===== config.mk =====
export PLATFORM = sky130hd
export DESIGN_NAME = msgpack_token_encoder_unit
export DESIGN_NICKNAME = d
export VERILOG_FILES = /design/src/hw/rtl/mte_pkg.sv /design/src/hw/rtl/mte_front.sv /design/src/hw/rtl/mte_queue.sv /design/src/hw/rtl/mte_back.sv /design/src/hw/rtl/msgpack_token_encoder_unit.sv
export SDC_FILE = /design/constraint.sdc
export NUM_CORES = 1
export LEC_CHECK = 0
export ABC_AREA = 0
export BUFFER_PORTS_ARGS = -buffer_cell sky130_fd_sc_hd__buf_2
export CORE_AREA = 2 2 176 178
export CTS_CLUSTER_DIAMETER = 200
export DETAILED_ROUTE_END_ITERATION = 6
export DIE_AREA = 0 0 178 180
export PLACE_DENSITY_LB_ADDON = 0.25
export SLEW_MARGIN = 25
export SYNTH_ARGS = -nofsm -noshare
export SYNTH_HDL_FRONTEND = slang
export SYNTH_SLANG_ARGS = --single-unit

===== constraint.sdc =====
create_clock -name clk -period 11.25 [get_ports clk]
set_input_delay 1.6875 -clock clk [delete_from_list [all_inputs] [get_ports clk]]
set_output_delay 1.6875 -clock clk [all_outputs]
set_load 0.05 [all_outputs]

===== src/hw/rtl/mte_pkg.sv =====
package mte_pkg;

	// token kinds carried in s_tuser[3:0]
	localparam logic [3:0] FUNC_NIL     = 4'd0;
	localparam logic [3:0] FUNC_BOOL    = 4'd1;
	localparam logic [3:0] FUNC_INT     = 4'd2;
	localparam logic [3:0] FUNC_DOUBLE  = 4'd3;
	localparam logic [3:0] FUNC_STR     = 4'd4;
	localparam logic [3:0] FUNC_BIN     = 4'd5;
	localparam logic [3:0] FUNC_ARRAY   = 4'd6;
	localparam logic [3:0] FUNC_MAP     = 4'd7;
	localparam logic [3:0] FUNC_PAYLOAD = 4'd8;

	// msgpack lead bytes
	localparam logic [7:0] OP_NIL     = 8'hC0;
	localparam logic [7:0] OP_FALSE   = 8'hC2;
	localparam logic [7:0] OP_TRUE    = 8'hC3;
	localparam logic [7:0] OP_BIN8    = 8'hC4;
	localparam logic [7:0] OP_BIN16   = 8'hC5;
	localparam logic [7:0] OP_BIN32   = 8'hC6;
	localparam logic [7:0] OP_FLOAT64 = 8'hCB;
	localparam logic [7:0] OP_UINT8   = 8'hCC;
	localparam logic [7:0] OP_UINT16  = 8'hCD;
	localparam logic [7:0] OP_UINT32  = 8'hCE;
	localparam logic [7:0] OP_UINT64  = 8'hCF;
	localparam logic [7:0] OP_INT8    = 8'hD0;
	localparam logic [7:0] OP_INT16   = 8'hD1;
	localparam logic [7:0] OP_INT32   = 8'hD2;
	localparam logic [7:0] OP_INT64   = 8'hD3;
	localparam logic [7:0] OP_STR8    = 8'hD9;
	localparam logic [7:0] OP_STR16   = 8'hDA;
	localparam logic [7:0] OP_STR32   = 8'hDB;
	localparam logic [7:0] OP_ARR16   = 8'hDC;
	localparam logic [7:0] OP_ARR32   = 8'hDD;
	localparam logic [7:0] OP_MAP16   = 8'hDE;
	localparam logic [7:0] OP_MAP32   = 8'hDF;
	localparam logic [7:0] OP_FIXSTR  = 8'hA0;
	localparam logic [7:0] OP_FIXARR  = 8'h90;
	localparam logic [7:0] OP_FIXMAP  = 8'h80;

	// stream widths
	localparam int TDATA_W = 168;
	localparam int TUSER_W = 5;

	localparam int QUEUE_DEPTH_DEF = 4;

	// one classified token: lead byte, then nbytes big-endian bytes of value
	typedef struct packed {
		logic [7:0]  head;
		logic [3:0]  nbytes;
		logic [63:0] value;
	} tok_desc_t;

	typedef struct packed {
		logic      valid;
		tok_desc_t desc;
	} q_head_t;

endpackage


===== src/hw/rtl/mte_front.sv =====
module mte_front import mte_pkg::*; (
	input  logic [3:0]  func,
	input  logic        flag,
	input  logic [63:0] int_value,
	input  logic [63:0] float_bits,
	input  logic [31:0] count,
	input  logic [7:0]  data_byte,
	output logic        tok_valid,
	output tok_desc_t   tok_desc
);

	logic neg;
	logic [63:0] cnt64;

	assign neg   = int_value[63];
	assign cnt64 = {32'd0, count};

	always_comb begin
		tok_valid       = 1'b1;
		tok_desc.head   = OP_NIL;
		tok_desc.nbytes = 4'd0;
		tok_desc.value  = int_value;
		case (func)
			FUNC_NIL: begin
				tok_desc.head = OP_NIL;
			end
			FUNC_BOOL: begin
				tok_desc.head = flag ? OP_TRUE : OP_FALSE;
			end
			FUNC_INT: begin
				if (!neg) begin
					if (int_value[63:7] == '0) begin
						tok_desc.head = int_value[7:0];
					end else if (int_value[63:8] == '0) begin
						tok_desc.head = OP_UINT8;  tok_desc.nbytes = 4'd1;
					end else if (int_value[63:16] == '0) begin
						tok_desc.head = OP_UINT16; tok_desc.nbytes = 4'd2;
					end else if (int_value[63:32] == '0) begin
						tok_desc.head = OP_UINT32; tok_desc.nbytes = 4'd4;
					end else begin
						tok_desc.head = OP_UINT64; tok_desc.nbytes = 4'd8;
					end
				end else begin
					// negative fixint: top three bits already ones
					if (&int_value[63:5]) begin
						tok_desc.head = int_value[7:0];
					end else if (&int_value[63:7]) begin
						tok_desc.head = OP_INT8;  tok_desc.nbytes = 4'd1;
					end else if (&int_value[63:15]) begin
						tok_desc.head = OP_INT16; tok_desc.nbytes = 4'd2;
					end else if (&int_value[63:31]) begin
						tok_desc.head = OP_INT32; tok_desc.nbytes = 4'd4;
					end else begin
						tok_desc.head = OP_INT64; tok_desc.nbytes = 4'd8;
					end
				end
			end
			FUNC_DOUBLE: begin
				tok_desc.head   = OP_FLOAT64;
				tok_desc.nbytes = 4'd8;
				tok_desc.value  = float_bits;
			end
			FUNC_STR: begin
				tok_desc.value = cnt64;
				if (count[31:5] == '0) begin
					tok_desc.head = OP_FIXSTR | {3'd0, count[4:0]};
				end else if (count[31:8] == '0) begin
					tok_desc.head = OP_STR8;  tok_desc.nbytes = 4'd1;
				end else if (count[31:16] == '0) begin
					tok_desc.head = OP_STR16; tok_desc.nbytes = 4'd2;
				end else begin
					tok_desc.head = OP_STR32; tok_desc.nbytes = 4'd4;
				end
			end
			FUNC_BIN: begin
				tok_desc.value = cnt64;
				if (count[31:8] == '0) begin
					tok_desc.head = OP_BIN8;  tok_desc.nbytes = 4'd1;
				end else if (count[31:16] == '0) begin
					tok_desc.head = OP_BIN16; tok_desc.nbytes = 4'd2;
				end else begin
					tok_desc.head = OP_BIN32; tok_desc.nbytes = 4'd4;
				end
			end
			FUNC_ARRAY, FUNC_MAP: begin
				tok_desc.value = cnt64;
				if (count[31:4] == '0) begin
					tok_desc.head = ((func == FUNC_MAP) ? OP_FIXMAP : OP_FIXARR)
						| {4'd0, count[3:0]};
				end else if (count[31:16] == '0) begin
					tok_desc.head   = (func == FUNC_MAP) ? OP_MAP16 : OP_ARR16;
					tok_desc.nbytes = 4'd2;
				end else begin
					tok_desc.head   = (func == FUNC_MAP) ? OP_MAP32 : OP_ARR32;
					tok_desc.nbytes = 4'd4;
				end
			end
			FUNC_PAYLOAD: begin
				tok_desc.head = data_byte;
			end
			default: begin
				// unused kinds are dropped
				tok_valid = 1'b0;
			end
		endcase
	end

endmodule


===== src/hw/rtl/mte_queue.sv =====
module mte_queue import mte_pkg::*; #(
	parameter int QUEUE_DEPTH = QUEUE_DEPTH_DEF
) (
	input  logic      clk,
	input  logic      arst_n,
	input  logic      push,
	input  tok_desc_t push_desc,
	output logic      full,
	output q_head_t   head,
	input  logic      pop
);

	localparam int PTR_W = (QUEUE_DEPTH > 1) ? $clog2(QUEUE_DEPTH) : 1;
	localparam int CNT_W = $clog2(QUEUE_DEPTH + 1);
	localparam logic [PTR_W-1:0] PTR_LAST = PTR_W'(QUEUE_DEPTH - 1);
	localparam logic [CNT_W-1:0] CNT_FULL = CNT_W'(QUEUE_DEPTH);

	tok_desc_t        mem_q [QUEUE_DEPTH];
	logic [PTR_W-1:0] wr_ptr_q, rd_ptr_q;
	logic [CNT_W-1:0] cnt_q;

	assign full       = (cnt_q == CNT_FULL);
	assign head.valid = (cnt_q != '0);
	assign head.desc  = mem_q[rd_ptr_q];

	always_ff @(posedge clk) begin
		if (push) begin
			mem_q[wr_ptr_q] <= push_desc;
		end
	end

	always_ff @(posedge clk or negedge arst_n) begin
		if (!arst_n) begin
			wr_ptr_q <= '0;
			rd_ptr_q <= '0;
			cnt_q    <= '0;
		end else begin
			if (push) begin
				wr_ptr_q <= (wr_ptr_q == PTR_LAST) ? '0 : wr_ptr_q + 1'b1;
			end
			if (pop) begin
				rd_ptr_q <= (rd_ptr_q == PTR_LAST) ? '0 : rd_ptr_q + 1'b1;
			end
			if (push && !pop) begin
				cnt_q <= cnt_q + 1'b1;
			end else if (pop && !push) begin
				cnt_q <= cnt_q - 1'b1;
			end
		end
	end

endmodule


===== src/hw/rtl/mte_back.sv =====
module mte_back import mte_pkg::*; (
	input  logic       clk,
	input  logic       arst_n,
	input  q_head_t    head,
	output logic       pop,
	output logic [3:0] byte_idx,
	output logic       m_tvalid,
	input  logic       m_tready,
	output logic [7:0] m_tdata,
	output logic       m_tlast
);

	logic       out_valid_q;
	logic [7:0] out_byte_q;
	logic       out_last_q;
	logic [3:0] idx_q;
	logic       load, fire, last;
	logic [2:0] sel;
	logic [7:0] cur_byte;

	assign load = !out_valid_q || m_tready;
	assign fire = load && head.valid;
	assign last = (idx_q == head.desc.nbytes);
	assign pop  = fire && last;

	// byte k of an n-byte field sits at byte lane n-k of value
	assign sel      = 3'(head.desc.nbytes - idx_q);
	assign cur_byte = (idx_q == '0) ? head.desc.head : head.desc.value[{sel, 3'b000} +: 8];

	always_ff @(posedge clk or negedge arst_n) begin
		if (!arst_n) begin
			out_valid_q <= 1'b0;
			idx_q       <= '0;
		end else begin
			if (load) begin
				out_valid_q <= head.valid;
			end
			if (pop) begin
				idx_q <= '0;
			end else if (fire) begin
				idx_q <= idx_q + 1'b1;
			end
		end
	end

	always_ff @(posedge clk) begin
		if (fire) begin
			out_byte_q <= cur_byte;
			out_last_q <= last;
		end
	end

	assign byte_idx = idx_q;
	assign m_tvalid = out_valid_q;
	assign m_tdata  = out_byte_q;
	assign m_tlast  = out_last_q;

endmodule


===== src/hw/rtl/msgpack_token_encoder_unit.sv =====
// msgpack token encoder.
// Slave stream: one value token per item. s_tuser carries the kind (func) and
// the bool flag; s_tdata carries int_value, float_bits, count and data_byte.
// Master stream: one encoded byte per item on m_tdata, m_tlast set on the
// final byte of each token. Unused kinds produce no bytes at all.
// Front end classifies a token in the accepting cycle (lead byte plus 0, 1,
// 2, 4 or 8 big-endian value bytes) and writes it into a small queue; the
// back end serialises the queue head into an output register.
// A token is first written into the queue; its lead byte is then loaded
// into the output register, where the receiver takes it from m_tdata.
// Throughput: one output byte per cycle while m_tready is high; a token holds
// the serialiser for all its bytes (1 for payload/nil/bool/fixints, up to 9
// for 64-bit ints and doubles), so payload streams at one item per cycle.
// s_tready is high whenever the queue has room, independent of the output.
// Reset empties the queue and clears m_tvalid.
// Receiver stall: m_tdata/m_tlast hold, the serialiser waits, and input is
// still taken until QUEUE_DEPTH tokens are waiting.
module msgpack_token_encoder_unit import mte_pkg::*; #(
	parameter int QUEUE_DEPTH = QUEUE_DEPTH_DEF
) (
	input  logic               clk,
	input  logic               arst_n,
	input  logic               s_tvalid,
	output logic               s_tready,
	// [63:0] int_value, [127:64] float_bits, [159:128] count,
	// [167:160] data_byte
	input  logic [TDATA_W-1:0] s_tdata,
	// [3:0] func, [4] flag
	input  logic [TUSER_W-1:0] s_tuser,
	output logic               m_tvalid,
	input  logic               m_tready,
	// [7:0] out_byte
	output logic [7:0]         m_tdata,
	output logic               m_tlast
);

	logic      tok_valid;
	tok_desc_t tok_desc;
	logic      q_full;
	logic      q_push;
	logic      q_pop;
	q_head_t   q_head;
	logic [3:0] byte_idx;

	mte_front u_front (
		.func       (s_tuser[3:0]),
		.flag       (s_tuser[4]),
		.int_value  (s_tdata[63:0]),
		.float_bits (s_tdata[127:64]),
		.count      (s_tdata[159:128]),
		.data_byte  (s_tdata[167:160]),
		.tok_valid  (tok_valid),
		.tok_desc   (tok_desc)
	);

	assign s_tready = !q_full;
	// dropped kinds are accepted but never queued
	assign q_push   = s_tvalid && s_tready && tok_valid;

	mte_queue #(
		.QUEUE_DEPTH (QUEUE_DEPTH)
	) u_queue (
		.clk       (clk),
		.arst_n    (arst_n),
		.push      (q_push),
		.push_desc (tok_desc),
		.full      (q_full),
		.head      (q_head),
		.pop       (q_pop)
	);

	mte_back u_back (
		.clk      (clk),
		.arst_n   (arst_n),
		.head     (q_head),
		.pop      (q_pop),
		.byte_idx (byte_idx),
		.m_tvalid (m_tvalid),
		.m_tready (m_tready),
		.m_tdata  (m_tdata),
		.m_tlast  (m_tlast)
	);

	// serialiser never runs past the head token's byte count
	a_idx_bound: assert property (@(posedge clk) disable iff (!arst_n)
		q_head.valid |-> byte_idx <= q_head.desc.nbytes)
		else $error("byte index beyond token length");

	// after a non-final byte leaves, the rest of that token follows at once
	a_token_contig: assert property (@(posedge clk) disable iff (!arst_n)
		(m_tvalid && m_tready && !m_tlast) |=> m_tvalid)
		else $error("gap inside a token");

	// payload into an idle block passes queue and output register, marked last
	a_payload_pass: assert property (@(posedge clk) disable iff (!arst_n)
		(s_tvalid && s_tready && s_tuser[3:0] == FUNC_PAYLOAD && !q_head.valid
			&& (!m_tvalid || m_tready))
		|=> ##1 (m_tvalid && m_tlast && m_tdata == $past(s_tdata[167:160], 2)))
		else $error("payload byte not passed through");

endmodule


; Word-level counts from Yosys, hierarchy flattened
; Memories as Yosys holds them, arrays and structs flattened.
; Cells that the tools add are included.
; Widths: inputs -> output; s select.
[classes]
addsub = 6
eq_ne = 12
n_shift = 1
mux = 37
n_bitwise = 1
reduce_logical = 31
[op_table]
columns = cell, n
row1 = $pmux 64 s2, 1
row2 = $shiftx 64x7->8, 1
row3 = $reduce_and 59->1, 1
row4 = $logic_not 57->1, 1
row5 = $reduce_and 57->1, 1
row6 = $logic_not 56->1, 1
row7 = $pmux 8 s7, 1
row8 = $reduce_and 49->1, 1
row9 = $logic_not 48->1, 1
row10 = $mux 12, 4
row11 = $mux 8, 5
row12 = $reduce_and 33->1, 1
row13 = $logic_not 32->1, 1
row14 = $mux 6, 5
row15 = $logic_not 28->1, 1
row16 = $logic_not 27->1, 1
row17 = $logic_not 24->1, 1
row18 = $mux 4, 6
row19 = $mux 5, 4
row20 = $pmux 4 s5, 1
row21 = $eq 4x3->1 const B, 4
row22 = $logic_not 16->1, 1
row23 = $reduce_or 9->1, 1
row24 = $eq 4x2->1 const B, 2
row25 = 22 further kinds, 41
[word_totals]
register_bits = 21
ram_bits = 304
input_bits = 177
output_inout_bits = 11
word_cells = 96
mem_count = 1
[memory_table]
columns = name, words, width, read_ports, rd_ports_with_merged_regs, write_ports, line_no
row1 = u_queue.mem_q, 4, 76, 1, 0, 1, mte_queue.sv:18  ; tok_desc_t mem_q [QUEUE_DEPTH];

; Depth between registers and ports, before layout
[depth]
ltp_word = 8
ltp_mapped = 18
depth_no_buf = 11

; Modules after synthesis
; A second synthesis with hierarchy kept.
[unflattened]
hier_cells = 913
area_unflattened_um2 = 14604.0
[modules_own_cells]
columns = module, n_inst, cells_each, area_each_um2, seq_area_each_um2
row1 = mte_queue, 1, 435, 11395.9, 9303.9
row2 = mte_front, 1, 382, 1990.7, 0.0
row3 = mte_back, 1, 94, 1204.9, 395.4
row4 = msgpack_token_encoder_unit, 1, 2, 12.5, 0.0

; Worst setup path after synthesis
; OpenSTA, ideal clock, no wires.
[synth_timing]
path_kind = input to register
from = input s_tuser[0]
to = memory u_queue.mem_q[0][0] (netlist bit) (enable)
setup_time_ns = 0.443
arrival_ns = 4.280
required_ns = 10.807
slack_ns = 6.527
path_stages = 5
path_buffers = 2
path_cell_list = clkbuf_1 o31ai_1 and3_1 clkbuf_1 and2_1
[synth_via]
elab_chain_len = 6
elab_cells_between_ends = 14
classes_between = eq/ne (8) / mux (3) / reduce/logical (3)
[synth_rtl]
columns = item, line_no
row1 = "start, declared", msgpack_token_encoder_unit.sv:29  ; input logic [TUSER_W-1:0] s_tuser,
row2 = $eq 4x1->1 (tied with other cells), mte_front.sv:23  ; case (func)
row3 = $reduce_or 9->1 (no source line) *, n/a
row4 = $mux 1 *, mte_front.sv:23
row5 = $logic_and 1x1->1 *, msgpack_token_encoder_unit.sv:58  ; assign q_push = s_tvalid && s_tready && tok_valid;
row6 = via q_push, msgpack_token_encoder_unit.sv:40  ; logic q_push;
row7 = $mux 1 *, mte_queue.sv:27  ; if (push) begin
row8 = $mux 1 (not written as such) *, mte_queue.sv:28  ; mem_q[wr_ptr_q] <= push_desc;
row9 = "end, declared", mte_queue.sv:18
; The timed path passes the listed nets; every way through them passes the cells marked *.

; Worst setup path in the final report
[layout_timing]
from = register u_queue.rd_ptr_q[0]
to = register u_back.out_byte_q[7] (netlist: u_back.m_tdata[7]) (data pin)
[layout_via]
elab_chain_len = 4
[layout_rtl]
columns = item, line_no
row1 = "start, declared", mte_queue.sv:19  ; logic [PTR_W-1:0] wr_ptr_q, rd_ptr_q;
row2 = "start signal, assigned", mte_queue.sv:42  ; rd_ptr_q <= (rd_ptr_q == PTR_LAST) ? '0 : rd_ptr_q + 1'b1;
row3 = $mem_v2 4x76 *, n/a
row4 = $sub 3x3->3, mte_back.sv:27  ; assign sel = 3'(head.desc.nbytes - idx_q);
row5 = $shiftx 64x7->8, mte_back.sv:28  ; assign cur_byte = (idx_q == '0) ? head.desc.head : head.desc.value[{sel, 3'b000} +: 8];
row6 = $mux 8 *, mte_back.sv:28
row7 = via u_back.cur_byte[7], mte_back.sv:19  ; logic [7:0] cur_byte;
row8 = "end signal, assigned", mte_back.sv:48  ; out_byte_q <= cur_byte;
row9 = "end, declared", mte_back.sv:14  ; logic [7:0] out_byte_q;
; Marked as above.
; A chain may end at the register's enable or synchronous reset.

==> metrics.csv <==
stage,metric,value,unit
timing,Slew Limit Fails,0,
synth,cell area after synthesis,14550,sq um
synth,Gate Count Post-Synth,946,
cts,total CTS buffers,34,
die,Die Span X,178,um
synth,Main synth FF type,edfxtp_1,
routing,via/cell ratio,5.893,
critical_path,ordered cell list for the critical path,"mux4_2, inv_1, ha_2, inv_1, fa_2, buf_4, mux2_2, a21oi_1, o22ai_1, a31o_1",
timing,setup repair after global routing missed its margin,no,
flow_run,count of max-cap constraint violations,0,
cts,clock tree from TritonCTS,done,
cts,Resized Gates After CTS,0,
global_routing,total overflow reported by the global router,0,
die,area of the core,30190,sq um
synth,Unique masters post-synth,59,
cts,level count of the clock H-tree,2,
routing,WL per Instance,22.60,um
global_routing,initial antenna violation count,0,
synth,total of flip-flops plus latches after synthesis,325,
finish,# nets final,1318,
critical_path,Worst Path Arrival,4.44,ns
synth,sequential area share after synthesis,66.68,%
die,number of core rows,64,
routing,number of antenna-violating nets in the routed design,0,
timing,Fmax,238.4,MHz
synth,number of warnings issued by yosys,0,
pwr,Static Leakage,5.929,nW
global_routing,pin count of the biggest net entering global routing,100,
routing,number of detailed-route iterations in the first pass,5,
timing,post-layout min period,4.195,ns
timing,worst slew pin tran,1.035,ns
cts,CTS max path bufs,3,
pwr,Peak supply drop,0.0001806,V
critical_path,Max stage delay on crit path,0.91,ns
placement,GPL Wtd Cong,0.8966,
routing,"wirelength, routed",34920,um
routing,drc violations,0,
timing,Clock Skew,0.01505,ns
critical_path,type of destination of the critical path,flip-flop,
finish,ant diodes,0,
finish,Fillers,2384,
placement,total of buffers placed on input and output ports,187,
die,Total Die Area,32040,sq um
routing,routed via count,9104,
synth,total nets after synthesis,1135,
cts,clock transition at the register clock pins on the worst setup and hold paths after CTS,0.06,ns
critical_path,crit start category,flip-flop,
timing,worst rel slew slack,30.34,%
synth,Mapped Avg Cell Area,15.38,sq um
global_routing,wire length of the first global-routing pass,53080,um
global_routing,number of global-route vias before repair,8951,
routing,number of violations reported at the end of detailed-routing iteration 0,743,
timing,Final Hold Viols,0,
finish,post-route insts no fill,1545,
placement,placed wire-length estimate after detailed placement,23570,um
critical_path,combined buffer and inverter count along the critical path,3,
critical_path,slowest stage cell on the critical path,dfrtp_4,
pwr,Cell Pwr Density,251.5,nW/um^2
critical_path,data required time of the worst path,11.50,ns
cts,master cell of the clock root buffer,clkbuf_16,
die,IO Pins,188,
synth,cell types with the largest area share after synthesis,"edfxtp_1 (65%), mux4_2 (12%), nand2_1 (3.9%)",
timing,final setup TNS,0,ns
timing,fraction of the cycle the final worst path needs,37.29,%
placement,number of placed instances with taps included,1489,
critical_path,Critical Path Fanout Max,39,
cts,buffers inserted by post-CTS timing repair,0,
die,initial cell density of the core,48.18,%
synth,share of synthesized flip-flops with an asynchronous set or reset,3.692,%
cts,sinks on the clock net,325,
critical_path,cell occurring most often along the worst timing path,inv_1,
finish,area overhead of the layout relative to synthesis,16.01,%
finish,layout cells sized above 1,30.90,%
synth,"EDFF count, synth",313,
cts,Worst-Skew Late Latency,0.51,ns
critical_path,category of the critical setup timing path,flip-flop to flip-flop,
synth,area share of the largest cell type after synthesis,64.61,%
critical_path,cell class contributing the biggest share of worst-path delay,multiplexers,
worst_hold_path,worst min-delay path category,flip-flop to flip-flop,
global_routing,total global routing track utilization,22.04,%
status,run status,completed,
cts,number of hold-repair buffers added at the cts stage,0,
timing,final setup violation count,0,
synth,largest area contributor in the synthesized netlist,edfxtp_1,
die,Die Y,180,um
metal layers:
layer / GRT usage [%] / wire [um]
met5: 0 / 0
met3: 2.792 / 1832
met4: 7.377 / 979
met2: 35.36 / 17400
met1: 31.40 / 14710
logic make-up after synthesis:
family / Yosys count / synth area share [%]
DFF: 325 / 66.68
and+or+nand+nor: 276 / 8.670
AOI/OAI and AO/OA: 147 / 6.451
muxes: 112 / 14.42
buffers and inverters: 67 / 2.159
adders and majority gates: 13 / 1.204
xor gates and xnor gates: 6 / 0.4130
metrics by stage:
step	power, mW	hold slack, ns	setup WS, ns	util [%]	instance area [sq um]
floorplan	2.826	0.4639	6.527	-	14550
global placement	3.217	0.4893	7.021	52.50	15850
detailed placement	3.242	0.4971	6.877	52.52	15850
CTS	4.288	0.5087	7.012	55.90	16870
global route	4.465	0.5244	6.869	55.90	16870
finish	4.243	0.5028	7.055	55.90	16870
path summary, 6_finish.rpt:
| path | slack (ns) | to | depth (start not counted) | from |
|---|---|---|---|---|
| worst max-delay path | 7.06 | u_back.m_tdata[7] | 10 | u_queue.rd_ptr_q[0] |
| worst min-delay path | 0.50 | u_queue.cnt_q[2] | 1 | u_queue.cnt_q[2] |
| worst max register to register | 7.06 | u_back.m_tdata[7] | 10 | u_queue.rd_ptr_q[0] |
| worst min register to register | 0.50 | u_queue.cnt_q[2] | 1 | u_queue.cnt_q[2] |
| max in group asynchronous | 9.93 | u_queue.rd_ptr_q[0] | 1 | arst_n |
| min in group asynchronous | 1.06 | u_back.byte_idx[2] | 1 | arst_n |
power by group:
group          internal [mW]  leakage (nW)  switching, mW  total [mW]
Clock                  0.613         0.506          0.429        1.04
Sequential              1.54          3.02         0.0898        1.63
Combinational          0.698          2.41          0.872        1.57
Total                   2.85          5.93           1.39        4.24
Yosys cell counts, types with 2 or more instances:
cell	instances
o22ai_1	11
nor3_1	12
buf_1	11
buf_6	5
clkbuf_1	28
ha_1	10
a21oi_1	24
mux2i_1	18
nor4_2	2
and3_1	3
xor2_1	3
o31ai_1	2
a211oi_1	2
o221ai_1	2
o2111ai_1	2
nand3_1	9
nor2_1	37
o2bb2ai_1	2
a31o_1	8
nand2b_1	7
mux4_2	76
dfrtp_1	12
a211o_1	2
and2_1	4
mux2_2	17
buf_4	5
fa_1	2
nor4_1	24
nand4_1	17
inv_1	12
a31oi_1	2
o21ai_0	48
a21o_1	2
edfxtp_1	313
nand2_1	153
buf_2	4
a22oi_1	32
xnor2_1	2
cells in the final DEF (no fill, tap or decap), types with 3 or more instances in the layout:
cell	Yosys	layout
clkbuf_1	28	8
nand2b_1	7	7
nand3_1	9	9
o22ai_1	11	11
edfxtp_1	313	313
xor2_1	3	3
nor2_1	37	36
nand4_1	17	17
nor3_1	12	12
clkinv_1	1	4
mux4_2	76	76
nor4_1	24	24
inv_1	12	12
ha_1	10	9
mux2i_1	18	18
buf_2	4	187
clkinv_2	0	7
a31o_1	8	8
clkbuf_16	0	35
mux2_2	17	17
nand2_1	153	153
buf_4	5	13
a21oi_1	24	24
and3_1	3	3
dfrtp_1	12	11
a22oi_1	32	32
o21ai_0	48	48
and2_4	0	4
cell type report:
| cell class | count | area [sq um] | share of cell area (%) |
|---|---|---|---|
| clock buffers | 43 | 905.9 | 5.368 |
| clock inverters | 13 | 115.1 | 0.6821 |
| inverters | 13 | 48.80 | 0.2892 |
| multi-input cells | 554 | 4562 | 27.03 |
| flip-flops and latches | 325 | 9703 | 57.50 |
| well taps | 396 | 495.5 | 2.936 |
| repair buffers | 201 | 1045 | 6.191 |
state kept, by name (all words and copies together) (netlist names):
name              count
u_queue.rd_ptr_q      2
u_queue.wr_ptr_q      2
u_back.m_tdata        8
u_queue.mem_q       304
u_back.m_tvalid       1
u_back.byte_idx       4
u_back.m_tlast        1
u_queue.cnt_q         3
(Power assumes the default switching activity.)
